--- src/rtl/core/pmps_pkg.sv ---
// Package for the fractional PLL parameter search core: widths, constants,
// register indexes, status codes and the structs shared by the core modules.
// No dependencies.
package pmps_pkg;

  localparam int FRAC_BITS = 32;
  localparam int FREQ_W    = 32;
  localparam int REF_W     = 28;
  localparam int MULT_W    = 6;
  localparam int STEP_W    = 16;
  localparam int TRIES_W   = 16;
  localparam int STATUS_W  = 2;
  localparam int OUT_W     = 32;

  // The ratio is held at 64.0, which needs six integer bits and the cap bit.
  localparam int RATIO_W = FRAC_BITS + 7;
  localparam int P_W     = FRAC_BITS + 8;
  localparam int DVS_W   = (RATIO_W > REF_W) ? RATIO_W : REF_W;
  localparam int DVD_W   = FREQ_W + FRAC_BITS;
  localparam int CNT_W   = $clog2(DVD_W);

  localparam logic [63:0] ONE_Q = 64'd1 << FRAC_BITS;
  localparam logic [FRAC_BITS-1:0] FRAC_LO   = FRAC_BITS'(ONE_Q / 20 - 3);
  localparam logic [FRAC_BITS-1:0] FRAC_HI   = FRAC_BITS'((ONE_Q * 19) / 20);
  localparam logic [FRAC_BITS-1:0] FRAC_NEAR = FRAC_BITS'(4);
  localparam logic [FRAC_BITS-1:0] FRAC_TOP  = FRAC_BITS'(ONE_Q - 4);
  localparam logic [RATIO_W-1:0]   RATIO_CAP = RATIO_W'(64'd64 << FRAC_BITS);
  localparam logic [DVS_W-1:0]     INIT_SLACK = DVS_W'(3);

  // Configuration port.
  localparam int CFG_IDX_W  = 3;
  localparam int CFG_DATA_W = 28;
  localparam logic [CFG_IDX_W-1:0] REG_REF_FREQ  = 3'd0;
  localparam logic [CFG_IDX_W-1:0] REG_MIN_MULT  = 3'd1;
  localparam logic [CFG_IDX_W-1:0] REG_MAX_MULT  = 3'd2;
  localparam logic [CFG_IDX_W-1:0] REG_SWEEP     = 3'd3;
  localparam logic [CFG_IDX_W-1:0] REG_MAX_TRIES = 3'd4;

  localparam logic [REF_W-1:0]   RST_REF_FREQ  = REF_W'(50000000);
  localparam logic [MULT_W-1:0]  RST_MIN_MULT  = MULT_W'(8);
  localparam logic [MULT_W-1:0]  RST_MAX_MULT  = MULT_W'(26);
  localparam logic [STEP_W-1:0]  RST_SWEEP     = STEP_W'(100);
  localparam logic [TRIES_W-1:0] RST_MAX_TRIES = TRIES_W'(1000);

  // Result status codes.
  localparam logic [STATUS_W-1:0] ST_OK   = 2'd0;
  localparam logic [STATUS_W-1:0] ST_ZERO = 2'd1;
  localparam logic [STATUS_W-1:0] ST_NONE = 2'd2;

  // Output word: achieved_hz, mult_int, out_div, mult_frac from bit 0 up.
  localparam int RES_BITS = OUT_W + MULT_W + OUT_W + OUT_W;
  localparam int TDATA_W  = ((RES_BITS + 7) / 8) * 8;

  typedef struct packed {
    logic [REF_W-1:0]   ref_freq_hz;
    logic [MULT_W-1:0]  min_mult;
    logic [MULT_W-1:0]  max_mult;
    logic [STEP_W-1:0]  sweep_step_hz;
    logic [TRIES_W-1:0] max_tries;
  } cfg_t;

  typedef struct packed {
    logic             start;
    logic [DVD_W-1:0] dividend;
    logic [DVS_W-1:0] divisor;
  } div_req_t;

  typedef struct packed {
    logic             done;
    logic [DVD_W-1:0] quot;
    logic [DVS_W-1:0] rem;
  } div_rsp_t;

  typedef struct packed {
    logic [STATUS_W-1:0] status;
    logic [OUT_W-1:0]    achieved_hz;
    logic [MULT_W-1:0]   mult_int;
    logic [OUT_W-1:0]    out_div;
    logic [OUT_W-1:0]    mult_frac;
  } res_t;

endpackage

--- src/rtl/core/pmps_serial_div.sv ---
// Bit-serial restoring divider shared by all divisions of the search.
// Depends on pmps_pkg for widths and the request and response structs.
module pmps_serial_div (
  input  logic               clk,
  input  logic               rst,
  input  pmps_pkg::div_req_t req,
  output pmps_pkg::div_rsp_t rsp
);

  logic                          busy;
  logic                          done;
  logic [pmps_pkg::CNT_W-1:0]    cnt;
  logic [pmps_pkg::DVD_W-1:0]    dq;
  logic [pmps_pkg::DVS_W-1:0]    rem;
  logic [pmps_pkg::DVS_W-1:0]    dvs;
  logic [pmps_pkg::DVS_W:0]      shifted;
  logic [pmps_pkg::DVS_W:0]      diff;
  logic                          ge;

  // One quotient bit per cycle; the dividend shifts out as the quotient shifts in.
  always_comb begin
    shifted = {rem, dq[pmps_pkg::DVD_W-1]};
    ge      = shifted >= {1'b0, dvs};
    diff    = shifted - {1'b0, dvs};
  end

  always_ff @(posedge clk) begin
    if (rst) begin
      busy <= 1'b0;
      done <= 1'b0;
      cnt  <= '0;
    end else begin
      done <= 1'b0;
      if (req.start) begin
        busy <= 1'b1;
        cnt  <= '0;
      end else if (busy) begin
        cnt <= cnt + 1'b1;
        if (cnt == pmps_pkg::CNT_W'(pmps_pkg::DVD_W - 1)) begin
          busy <= 1'b0;
          done <= 1'b1;
        end
      end
    end
  end

  always_ff @(posedge clk) begin
    if (req.start) begin
      dq  <= req.dividend;
      rem <= '0;
      dvs <= req.divisor;
    end else if (busy) begin
      rem <= ge ? diff[pmps_pkg::DVS_W-1:0] : shifted[pmps_pkg::DVS_W-1:0];
      dq  <= {dq[pmps_pkg::DVD_W-2:0], ge};
    end
  end

  assign rsp.done = done;
  assign rsp.quot = dq;
  assign rsp.rem  = rem;

endmodule

--- src/rtl/core/pmps_search_ctrl.sv ---
// Search sequencer: frequency sweep, ratio, initial divider and divider scan.
// Depends on pmps_pkg; drives the shared pmps_serial_div.
module pmps_search_ctrl (
  input  logic                          clk,
  input  logic                          rst,
  input  pmps_pkg::cfg_t                cfg,
  input  logic                          start,
  input  logic [pmps_pkg::FREQ_W-1:0]   target_hz,
  output logic                          idle,
  output pmps_pkg::div_req_t            div_req,
  input  pmps_pkg::div_rsp_t            div_rsp,
  output logic                          res_valid,
  input  logic                          res_ready,
  output pmps_pkg::res_t                res
);

  localparam logic [3:0] S_IDLE     = 4'd0;
  localparam logic [3:0] S_TRY      = 4'd1;
  localparam logic [3:0] S_RATIO    = 4'd2;
  localparam logic [3:0] S_INIT_GO  = 4'd3;
  localparam logic [3:0] S_INIT     = 4'd4;
  localparam logic [3:0] S_INIT_UP  = 4'd5;
  localparam logic [3:0] S_CHECK    = 4'd6;
  localparam logic [3:0] S_SKIP_NUM = 4'd7;
  localparam logic [3:0] S_SKIP_GO  = 4'd8;
  localparam logic [3:0] S_SKIP     = 4'd9;
  localparam logic [3:0] S_NEXT     = 4'd10;
  localparam logic [3:0] S_DONE     = 4'd11;

  localparam int F = pmps_pkg::FRAC_BITS;

  logic [3:0]                        state;
  logic [pmps_pkg::FREQ_W:0]         freq;
  logic [pmps_pkg::TRIES_W-1:0]      tries;
  logic [pmps_pkg::RATIO_W-1:0]      ratio;
  logic [pmps_pkg::RATIO_W-1:0]      ratio_m1;
  logic [pmps_pkg::P_W-1:0]          prod;
  logic [pmps_pkg::P_W-1:0]          cdiv;
  logic                              up;
  logic [F-1:0]                      gap;
  logic [pmps_pkg::P_W-1:0]          num;
  pmps_pkg::res_t                    res_q;

  logic                              attempt_ok;
  logic [pmps_pkg::REF_W-1:0]        ref_nz;
  logic [pmps_pkg::P_W-1:0]          mnum;
  logic [pmps_pkg::P_W-1:0]          lim;
  logic [F-1:0]                      frac;
  logic [pmps_pkg::P_W-F-1:0]        ipart;
  logic                              in_band;
  logic                              near_lo;
  logic                              near_hi;
  logic                              over;
  logic                              div_big;

  always_comb begin
    attempt_ok = (tries < cfg.max_tries) && !freq[pmps_pkg::FREQ_W];
    ref_nz     = (cfg.ref_freq_hz == '0) ? pmps_pkg::REF_W'(1) : cfg.ref_freq_hz;
    mnum       = pmps_pkg::P_W'({cfg.min_mult, {F{1'b0}}});
    lim        = pmps_pkg::P_W'({cfg.max_mult, {F{1'b0}}});
    frac       = prod[F-1:0];
    ipart      = prod[pmps_pkg::P_W-1:F];
    in_band    = (frac >= pmps_pkg::FRAC_LO) && (frac <= pmps_pkg::FRAC_HI);
    near_lo    = frac <= pmps_pkg::FRAC_NEAR;
    near_hi    = frac >= pmps_pkg::FRAC_TOP;
    over       = prod >= lim;
    div_big    = 64'(cdiv) > 64'hFFFF_FFFF;
  end

  // Divider requests: ratio, initial divider, and each skip over a rejected band.
  always_comb begin
    div_req.start    = 1'b0;
    div_req.dividend = {freq[pmps_pkg::FREQ_W-1:0], {F{1'b0}}};
    div_req.divisor  = pmps_pkg::DVS_W'(ref_nz);
    case (state)
      S_TRY: begin
        div_req.start = attempt_ok;
      end
      S_INIT_GO: begin
        div_req.start    = 1'b1;
        div_req.dividend = pmps_pkg::DVD_W'(mnum);
        div_req.divisor  = pmps_pkg::DVS_W'(ratio);
      end
      S_SKIP_GO: begin
        div_req.start    = 1'b1;
        div_req.dividend = pmps_pkg::DVD_W'(num);
        div_req.divisor  = pmps_pkg::DVS_W'(ratio);
      end
      default: begin
        div_req.start = 1'b0;
      end
    endcase
  end

  always_ff @(posedge clk) begin
    if (rst) begin
      state <= S_IDLE;
    end else begin
      case (state)
        S_IDLE: begin
          if (start) begin
            state <= S_TRY;
          end
        end
        S_TRY: begin
          state <= attempt_ok ? S_RATIO : S_DONE;
        end
        S_RATIO: begin
          if (div_rsp.done) begin
            state <= (div_rsp.quot == '0) ? S_DONE : S_INIT_GO;
          end
        end
        S_INIT_GO: begin
          state <= S_INIT;
        end
        S_INIT: begin
          if (div_rsp.done) begin
            state <= S_INIT_UP;
          end
        end
        S_INIT_UP: begin
          state <= S_CHECK;
        end
        S_CHECK: begin
          if (over) begin
            state <= S_NEXT;
          end else if (in_band || near_lo || near_hi) begin
            state <= div_big ? S_NEXT : S_DONE;
          end else begin
            state <= S_SKIP_NUM;
          end
        end
        S_SKIP_NUM: begin
          state <= S_SKIP_GO;
        end
        S_SKIP_GO: begin
          state <= S_SKIP;
        end
        S_SKIP: begin
          if (div_rsp.done) begin
            state <= S_CHECK;
          end
        end
        S_NEXT: begin
          state <= S_TRY;
        end
        S_DONE: begin
          if (res_ready) begin
            state <= S_IDLE;
          end
        end
        default: begin
          state <= S_IDLE;
        end
      endcase
    end
  end

  always_ff @(posedge clk) begin
    case (state)
      S_IDLE: begin
        freq  <= {1'b0, target_hz};
        tries <= '0;
      end
      S_TRY: begin
        res_q <= '{status: pmps_pkg::ST_NONE, default: '0};
      end
      S_RATIO: begin
        if (div_rsp.done) begin
          res_q <= '{status: pmps_pkg::ST_ZERO, mult_int: pmps_pkg::MULT_W'(1),
                     default: '0};
          if (div_rsp.quot >= pmps_pkg::DVD_W'(pmps_pkg::RATIO_CAP)) begin
            ratio <= pmps_pkg::RATIO_CAP;
          end else begin
            ratio <= div_rsp.quot[pmps_pkg::RATIO_W-1:0];
          end
        end
      end
      S_INIT_GO: begin
        ratio_m1 <= ratio - 1'b1;
      end
      S_INIT: begin
        // ratio * floor(mnum / ratio) is mnum less the remainder.
        if (div_rsp.done) begin
          prod <= mnum - pmps_pkg::P_W'(div_rsp.rem);
          cdiv <= pmps_pkg::P_W'(div_rsp.quot);
          up   <= div_rsp.rem > pmps_pkg::INIT_SLACK;
        end
      end
      S_INIT_UP: begin
        if (up) begin
          prod <= prod + pmps_pkg::P_W'(ratio);
          cdiv <= cdiv + 1'b1;
        end
      end
      S_CHECK: begin
        gap <= ((frac < pmps_pkg::FRAC_LO) ? pmps_pkg::FRAC_LO : pmps_pkg::FRAC_TOP) - frac;
        res_q.status      <= pmps_pkg::ST_OK;
        res_q.achieved_hz <= freq[pmps_pkg::FREQ_W-1:0];
        res_q.out_div     <= pmps_pkg::OUT_W'(cdiv);
        if (in_band) begin
          res_q.mult_int  <= pmps_pkg::MULT_W'(ipart);
          res_q.mult_frac <= pmps_pkg::OUT_W'(frac);
        end else if (near_lo) begin
          res_q.mult_int  <= pmps_pkg::MULT_W'(ipart);
          res_q.mult_frac <= pmps_pkg::OUT_W'(1);
        end else begin
          res_q.mult_int  <= pmps_pkg::MULT_W'(ipart + 1'b1);
          res_q.mult_frac <= pmps_pkg::OUT_W'(1);
        end
      end
      S_SKIP_NUM: begin
        num <= pmps_pkg::P_W'(gap) + pmps_pkg::P_W'(ratio_m1);
      end
      S_SKIP_GO: begin
        prod <= prod + num;
      end
      S_SKIP: begin
        // Step count n = ceil(gap / ratio); n * ratio = num - remainder.
        if (div_rsp.done) begin
          prod <= prod - pmps_pkg::P_W'(div_rsp.rem);
          cdiv <= cdiv + pmps_pkg::P_W'(div_rsp.quot);
        end
      end
      S_NEXT: begin
        freq  <= freq + (pmps_pkg::FREQ_W + 1)'(cfg.sweep_step_hz);
        tries <= tries + 1'b1;
      end
      default: begin
        freq <= freq;
      end
    endcase
  end

  assign idle      = state == S_IDLE;
  assign res_valid = state == S_DONE;
  assign res       = res_q;

endmodule

--- src/rtl/core/pll_mck_parameter_search_core.sv ---
// Top level of the fractional PLL parameter search core.
// Depends on pmps_pkg, pmps_serial_div and pmps_search_ctrl.
//
// Usage: a wanted output frequency in hertz arrives as one word on s_tdata. The
// core searches a multiplier M, divider C and fraction K and sends exactly one
// result word on the master stream, with the status on m_tuser.
// Registers are written through cfg_valid/cfg_ready (always ready) with the
// register number on cfg_addr; the user must write them only while no search
// runs and no result waits, as the core itself does not enforce this.
// All divisions share one bit-serial divider. An attempt divides for the ratio,
// then for the initial divider, checks the fraction and divides once more per
// skip over a rejected fraction band; a failed attempt takes a sweep step, up
// to max_tries attempts. m_tvalid is registered from the searcher's result.
// Throughput: one item at a time; s_tready is high only while the searcher is
// idle, which it is again once its result has moved into the output register.
// A stalled receiver holds the result there; a new search may start, and its
// result waits until that register is free. Reset (rst, synchronous) restores
// the register defaults, empties the output register and idles the searcher.
module pll_mck_parameter_search_core (
  input  logic                              clk,
  input  logic                              rst,
  // Slave stream, tdata fields from bit 0: target_hz[31:0].
  input  logic                              s_tvalid,
  output logic                              s_tready,
  input  logic [pmps_pkg::FREQ_W-1:0]       s_tdata,
  // Master stream, tdata fields from bit 0: achieved_hz[31:0],
  // mult_int[37:32], out_div[69:38], mult_frac[101:70], zero padding.
  output logic                              m_tvalid,
  input  logic                              m_tready,
  output logic [pmps_pkg::TDATA_W-1:0]      m_tdata,
  // Master tuser fields from bit 0: status[1:0].
  output logic [pmps_pkg::STATUS_W-1:0]     m_tuser,
  // Configuration write channel.
  input  logic                              cfg_valid,
  output logic                              cfg_ready,
  input  logic [pmps_pkg::CFG_IDX_W-1:0]    cfg_addr,
  input  logic [pmps_pkg::CFG_DATA_W-1:0]   cfg_data
);

  pmps_pkg::cfg_t     cfg;
  pmps_pkg::div_req_t div_req;
  pmps_pkg::div_rsp_t div_rsp;
  pmps_pkg::res_t     res;
  logic               idle;
  logic               res_valid;
  logic               res_ready;

  assign cfg_ready = 1'b1;

  // Register file; writes to unused numbers are dropped.
  always_ff @(posedge clk) begin
    if (rst) begin
      cfg.ref_freq_hz   <= pmps_pkg::RST_REF_FREQ;
      cfg.min_mult      <= pmps_pkg::RST_MIN_MULT;
      cfg.max_mult      <= pmps_pkg::RST_MAX_MULT;
      cfg.sweep_step_hz <= pmps_pkg::RST_SWEEP;
      cfg.max_tries     <= pmps_pkg::RST_MAX_TRIES;
    end else if (cfg_valid && cfg_ready) begin
      case (cfg_addr)
        pmps_pkg::REG_REF_FREQ: begin
          cfg.ref_freq_hz <= cfg_data[pmps_pkg::REF_W-1:0];
        end
        pmps_pkg::REG_MIN_MULT: begin
          cfg.min_mult <= cfg_data[pmps_pkg::MULT_W-1:0];
        end
        pmps_pkg::REG_MAX_MULT: begin
          cfg.max_mult <= cfg_data[pmps_pkg::MULT_W-1:0];
        end
        pmps_pkg::REG_SWEEP: begin
          cfg.sweep_step_hz <= cfg_data[pmps_pkg::STEP_W-1:0];
        end
        pmps_pkg::REG_MAX_TRIES: begin
          cfg.max_tries <= cfg_data[pmps_pkg::TRIES_W-1:0];
        end
        default: begin
          cfg <= cfg;
        end
      endcase
    end
  end

  assign s_tready = idle;

  pmps_search_ctrl u_ctrl (
    .clk       (clk),
    .rst       (rst),
    .cfg       (cfg),
    .start     (s_tvalid && s_tready),
    .target_hz (s_tdata),
    .idle      (idle),
    .div_req   (div_req),
    .div_rsp   (div_rsp),
    .res_valid (res_valid),
    .res_ready (res_ready),
    .res       (res)
  );

  pmps_serial_div u_div (
    .clk (clk),
    .rst (rst),
    .req (div_req),
    .rsp (div_rsp)
  );

  // Output register: loads when empty or when its word is taken this cycle.
  assign res_ready = !m_tvalid || m_tready;

  always_ff @(posedge clk) begin
    if (rst) begin
      m_tvalid <= 1'b0;
    end else if (res_ready) begin
      m_tvalid <= res_valid;
    end
  end

  always_ff @(posedge clk) begin
    if (res_ready && res_valid) begin
      m_tdata <= pmps_pkg::TDATA_W'({res.mult_frac, res.out_div, res.mult_int,
                                     res.achieved_hz});
      m_tuser <= res.status;
    end
  end

endmodule

--- config.mk ---
export PLATFORM = sky130hd
export DESIGN_NAME = pll_mck_parameter_search_core
export DESIGN_NICKNAME = d
export VERILOG_FILES = /design/src/rtl/core/pmps_pkg.sv /design/src/rtl/core/pmps_serial_div.sv /design/src/rtl/core/pmps_search_ctrl.sv /design/src/rtl/core/pll_mck_parameter_search_core.sv
export SDC_FILE = /design/constraint.sdc
export NUM_CORES = 2
export LEC_CHECK = 0
export BUFFER_PORTS_ARGS = -buffer_cell sky130_fd_sc_hd__buf_2
export CAP_MARGIN = 20
export CORE_MARGIN = 10
export CORE_UTILIZATION = 42
export DETAILED_ROUTE_END_ITERATION = 8
export PLACE_DENSITY = 0.64
export SYNTH_ARGS = -nofsm -noshare
export SYNTH_HDL_FRONTEND = slang
export SYNTH_SLANG_ARGS = --single-unit
--- constraint.sdc ---
create_clock -name clk -period 5.7 [get_ports clk]
set_input_delay 0.285 -clock clk [delete_from_list [all_inputs] [get_ports clk]]
set_output_delay 0.285 -clock clk [all_outputs]
set_load 0.03 [all_outputs]
* After elaboration in Yosys (flattened, before gate mapping)
Index checks and enable logic that the tools add are counted.
Widths: inputs -> output; s select.
** Operators by class
- Add/sub/neg operators :: 14
- Multiply operators :: 0
- Div/mod/pow operators :: 0
- Magnitude comparators :: 11
- Equality and inequality tests :: 22
- Shifts and indexed selects :: 0
- Multiplexer cells :: 37
- Bitwise logic cells :: 1
- Reduce and logical (&&, ||, !) cells :: 32
** Operators by type and width (number)
- $pmux 104 s3 :: 1
- $mux 40 :: 6
- $pmux 103 s2 :: 1
- $pmux 40 s4 :: 1
- $mux 64 :: 2
- $pmux 40 s3 :: 1
- $mux 104 :: 1
- $add 40x40->40 :: 2
- $pmux 33 s2 :: 1
- $ge 64x39->1 const B :: 1
- $logic_not 64->1 :: 1
- $mux 32 :: 2
- $pmux 4 s12 :: 1
- $add 32x39->40 :: 1
- $add 40x1->40 const B :: 1
- $add 40x39->40 :: 1
- $ge 40x38->1 :: 1
- $ge 40x39->1 :: 1
- $gt 40x32->1 const B :: 1
- $sub 38x39->40 :: 1
- $sub 40x39->40 :: 1
- $gt 39x2->1 const B :: 1
- $mux 39 :: 1
- $sub 39x1->39 const B :: 1
- other kinds (41) :: 85
** Storage, ports and cells
- Bits in registers :: 715
- Bits in latches :: 0
- Bits in writable memories :: 0
- Bits in read-only memories :: 0
- Bits of input ports :: 68
- Logic and storage cells :: 146
- Memories :: 0

* Depth between registers and ports, before layout
- Word-level depth :: 7
- Depth in mapped cells :: 22

* Cells and area by module
Synthesis repeated with hierarchy kept, for this count alone.
** Unflattened totals
- Cells, all modules :: 4044
- Area, all modules :: 42017.8 µm²
** By module, submodules not included
- pmps_search_ctrl :: instances 1, cells each 2884, area each 27682.8 µm², seq. area each 11611.1 µm²
- pmps_serial_div :: instances 1, cells each 760, area each 8139.1 µm², seq. area each 4033.9 µm²
- pll_mck_parameter_search_core :: instances 1, cells each 400, area each 6195.9 µm², seq. area each 4584.4 µm²

* Worst setup path before layout
OpenSTA, ideal clock, no wires.
- Kind :: register to register
- Start :: register u_ctrl.state[0]
- End :: register m_tdata[0] in the netlist's numbering (enable)
- Library setup time :: 568 ps
- Arrival :: 5715 ps
- Setup slack :: -583 ps
- Stages on the path, launching flop included :: 6
- Path through :: dfxtp_1 clkbuf_1 buf_1 buf_1 nand3_1 nor2_1
** Between the ends
- Longest elaborated chain between the ends :: 2
** RTL lines
- start: declaration :: RTL line pmps_search_ctrl.sv:32 : logic [3:0] state;
- start signal: assignment :: RTL line pmps_search_ctrl.sv:106 : state <= attempt_ok ? S_RATIO : S_DONE;
- start signal: assignment :: RTL line pmps_search_ctrl.sv:110 : state <= (div_rsp.quot == '0) ? S_DONE : S_INIT_GO;
- start signal: assignment :: RTL line pmps_search_ctrl.sv:128 : state <= div_big ? S_NEXT : S_DONE;
- $eq 4x4->1 :: RTL line pmps_search_ctrl.sv:236 : assign res_valid = state == S_DONE;
- $logic_and 1x1->1 :: RTL line pll_mck_parameter_search_core.sv:117 : if (res_ready && res_valid) begin
- end signal: assignment :: RTL line pll_mck_parameter_search_core.sv:118 : m_tdata <= pmps_pkg::TDATA_W'({res.mult_frac, res.out_div, res.mult_int,
- end: declaration :: RTL line pll_mck_parameter_search_core.sv:30 : output logic [pmps_pkg::TDATA_W-1:0] m_tdata,
Every way passes these cells.
A chain may end at the register's enable or synchronous reset.

* Worst setup path after layout
- Start :: register u_ctrl.ratio[6] in the netlist's numbering
- End :: register u_ctrl.prod[39] in the netlist's numbering, data pin
** Between the ends
- Longest elaborated chain between the ends :: 3
** RTL lines
- start: declaration :: RTL line pmps_search_ctrl.sv:35 : logic [pmps_pkg::RATIO_W-1:0] ratio;
- start signal: assignment :: RTL line pmps_search_ctrl.sv:173 : ratio <= pmps_pkg::RATIO_CAP;
- start signal: assignment :: RTL line pmps_search_ctrl.sv:175 : ratio <= div_rsp.quot[pmps_pkg::RATIO_W-1:0];
- $add 40x39->40 :: RTL line pmps_search_ctrl.sv:192 : prod <= prod + pmps_pkg::P_W'(ratio);
- $mux 40 :: RTL line pmps_search_ctrl.sv:191 : if (up) begin
- $pmux 40 s4 :: RTL line pmps_search_ctrl.sv:160 : case (state)
- end signal: assignment :: RTL line pmps_search_ctrl.sv:185 : prod <= mnum - pmps_pkg::P_W'(div_rsp.rem);
- end signal: assignment :: RTL line pmps_search_ctrl.sv:192
- end signal: assignment :: RTL line pmps_search_ctrl.sv:216 : prod <= prod + num;
- end: declaration :: RTL line pmps_search_ctrl.sv:37 : logic [pmps_pkg::P_W-1:0] prod;
Every way passes these cells. The select of a mux whose other input is x is not followed.

==> results.sh <==
export IMPL_status="finished clean"
export IMPL_io_pins=177
export IMPL_skew_ns=0.03187
export IMPL_first_pass_iters=8
export IMPL_cpMaxStageDelayCell="or4_1"
export IMPL_stdcell_count=5719
export IMPL_placed_cell_area_mm2=0.04373
export IMPL_cp_num_buf_inv=0
export IMPL_rsz0062_at_grt="no"
export IMPL_dp_hpwl_um=99610
export IMPL_design_area_mm2=0.04701
export IMPL_criticalPathCategory="reg -> reg"
export IMPL_max_cap_violations=0
export IMPL_ant_nets=0
export IMPL_grt_pass1_vias=31580
export IMPL_hp_class="in -> reg"
export IMPL_place_ws_ns=0.2908
export IMPL_ys_seq_area_share_pct=48.99
export IMPL_die_area_mm2=0.1112
export IMPL_max_stage_delay_ns=0.64
export IMPL_ir_drop_mv=0.3404
export IMPL_cp_end_kind="flop"
export IMPL_path_cells="or4_1 > nor3_1 > and3_1 > nand2_1 > nor3_1 > xnor2_1 > o21ai_1 > ha_1 > a2111oi_0 > o21ai_1 > o2111ai_1 > nand2_1 > a311o_1 > nor2_2 > o31ai_1 > a311oi_1 > xnor2_1 > a21oi_1"
export IMPL_h_tree_depth=3
export IMPL_wl_per_cell_um=23.58
export IMPL_synth_most_common_cell="edfxtp_1"
export IMPL_nets=4667
export IMPL_core_area_mm2=0.09714
export IMPL_dp_cells=5513
export IMPL_grt_use_total_pct=23.33
export IMPL_slew_headroom_pct=17.39
export IMPL_grt_max_degree=85
export IMPL_clk_path_buf_depth=3
export IMPL_place_gp_congestion=0.9804
export IMPL_antenna_found_initial=1
export IMPL_cts_setup_buffers=0
export IMPL_clkLatencyLatePin_ns=0.67
export IMPL_syn_area_mm2=0.04129
export IMPL_drive_above_1_share_pct=10.24
export IMPL_powerDensity_mw_per_mm2=522.3
export IMPL_hold_viol_final=0
export IMPL_routed_via_count=33350
export IMPL_finalMaxSlewViolations=0
export IMPL_drt_iter0_drc=3586
export IMPL_cp_start_kind="flop"
export IMPL_ys_seq_elements=715
export IMPL_synth_cells=4175
export IMPL_synth_edf_count=591
export IMPL_yosys_top_cells_count="591 x edfxtp_1, 517 x nand2_1, 326 x nor2_1"
export IMPL_die_y_um=333.5
export IMPL_cts_buffers=80
export IMPL_fill_cells=8984
export IMPL_worst_slack_ns=0.3042
export IMPL_yosys_area_top_type="edfxtp_1"
export IMPL_diodes=0
export IMPL_power_leakage_nw=18.82
export IMPL_period_minus_slack_ns=5.396
export IMPL_worstPathArrival_ns=5.78
export IMPL_ys_types=103
export IMPL_syn_avg_cell_area_um2=9.890
export IMPL_cts_root_buffer="clkbuf_16"
export IMPL_crit_family="simple AND/OR/NAND/NOR gates"
export IMPL_wirelength_um=134900
export IMPL_syn_to_final_growth_pct=13.86
export IMPL_start_util_pct=42.51
export IMPL_period_share_pct=94.66
export IMPL_grt_pass1_wl_um=199400
export IMPL_finalSetupTns_ns=0
export IMPL_dieWidth_um=333.5
export IMPL_fmax_mhz=185.3
export IMPL_drt_vias_per_instance=5.831
export IMPL_hold_ws_ns=0.07122
export IMPL_synthArstFlopShare_pct=0
export IMPL_cp_required_ns=6.09
export IMPL_yosys_warnings=0
export IMPL_path_depth=18
export IMPL_cts_sinks=715
export IMPL_grt_overflow=0
export IMPL_numPortBuffers=173
export IMPL_synth_top_area_share_pct=42.98
export IMPL_synthTopCellsByArea="edfxtp_1 43%, ha_1 6.6%, dfxtp_1 6.0%"
export IMPL_worst_pin_slew_ns=1.230
export IMPL_synth_flop_cell="edfxtp_1"
export IMPL_path_max_fanout=6
export IMPL_setup_viol=0
export IMPL_cts_tree="built"
export IMPL_drc_errors=0
export IMPL_hold_depth=3
export IMPL_cts_reportedPaths_clkPinSlew_ns=0.07
export IMPL_rows=114
export IMPL_reg2reg_depth=18
-- registers in the layout, indices dropped and copies added (netlist names), 40 cells and up --
signal,count
u_div.dq,64
u_ctrl.prod,40
u_ctrl.num,40
u_ctrl.cdiv,40
m_tdata,102
cfg,72
u_ctrl.res,104
-- stage by stage --
stage                     utilization (%)  power, mW
final                               48.40      24.56
after global routing                48.40      25.94
after CTS                           48.37      24.46
after detailed placement            45.02      19.05
after global placement              45.01      18.94
after floorplan                         -      15.75
-- per-layer routing --
layer / GRT usage [%] / vias up / wire [um]
met5: 0 / - / 0
met3: 3.926 / 234 / 12080
met4: 8.219 / 0 / 4635
li1: - / 15630 / -
met2: 36.35 / 1440 / 60240
met1: 32.45 / 16050 / 57900
-- worst register-to-register path, stage by stage, from the launching register on --
cell	delay, ns
edfxtp_1	0.48
or4_1	0.64
nor3_1	0.28
and3_1	0.34
nand2_1	0.16
nor3_1	0.31
xnor2_1	0.11
o21ai_1	0.24
ha_1	0.36
a2111oi_0	0.42
o21ai_1	0.13
o2111ai_1	0.13
nand2_1	0.11
a311o_1	0.37
nor2_2	0.24
o31ai_1	0.18
a311oi_1	0.38
xnor2_1	0.16
a21oi_1	0.08
-- power by group --
part           leakage (nW)  total, mW  internal (mW)  switching (mW)
registers              6.58       9.12           7.75            1.38
logic                  10.9       10.1           3.62            6.48
clock network          1.33       5.34           3.07            2.27
-- cell usage in the layout (no fill, tap or decap), types with 35 or more instances in the layout --
master,instances
clkbuf_16,86
nand3_1,100
xnor2_1,165
a21oi_1,306
edfxtp_1,591
dlygate4sd3_1,56
nor3_1,87
o21ai_0,213
xor2_1,146
nor4_1,58
a21o_1,98
or3_1,35
buf_2,174
nor2_1,317
and3_1,91
inv_1,181
a22o_1,35
a211oi_1,42
nand2_1,513
and2_1,104
dfxtp_1,122
ha_1,218
buf_4,77
nand4_1,46
-- final cells by class --
class | count | area (um2) | share of cell area [%]
clock buffer | 102 | 2272 | 4.833
clock inverter | 47 | 424.2 | 0.9022
inverter | 183 | 688.2 | 1.464
multi-input combinational | 3087 | 19750 | 42.01
sequential | 715 | 20230 | 43.04
tap | 1276 | 1597 | 3.396
timing repair buffer | 309 | 2049 | 4.359
-- repair_timing --
action                                  CTS  global route
endpoints found under the setup margin    0             3
gates resized for setup                   0             2
endpoints found under the hold margin    93             0
hold buffers                             56             0
-- cell families after synthesis --
logic type                 Yosys count  synth area share (%)
and+or+nand+nor                   1532                 18.12
AOI/OAI and AO/OA                  991                 15.28
DFF                                715                 48.99
buffers and inverters              374                 3.479
xor gates and xnor gates           311                 6.597
adders and majority gates          223                 6.849
muxes                               27                0.6667
other                                2               0.01819
-- worst paths after layout --
path	slack (ns)	end	from
worst max-delay path	0.30	u_ctrl.prod[39]	u_ctrl.ratio[6]
worst max register to register	0.30	u_ctrl.prod[39]	u_ctrl.ratio[6]
worst min register to register	0.42	m_tdata[36]	u_ctrl.res[68]
worst min-delay path	0.07	u_ctrl.freq[26]	s_tdata[26]
(Power assumes the default switching activity.)
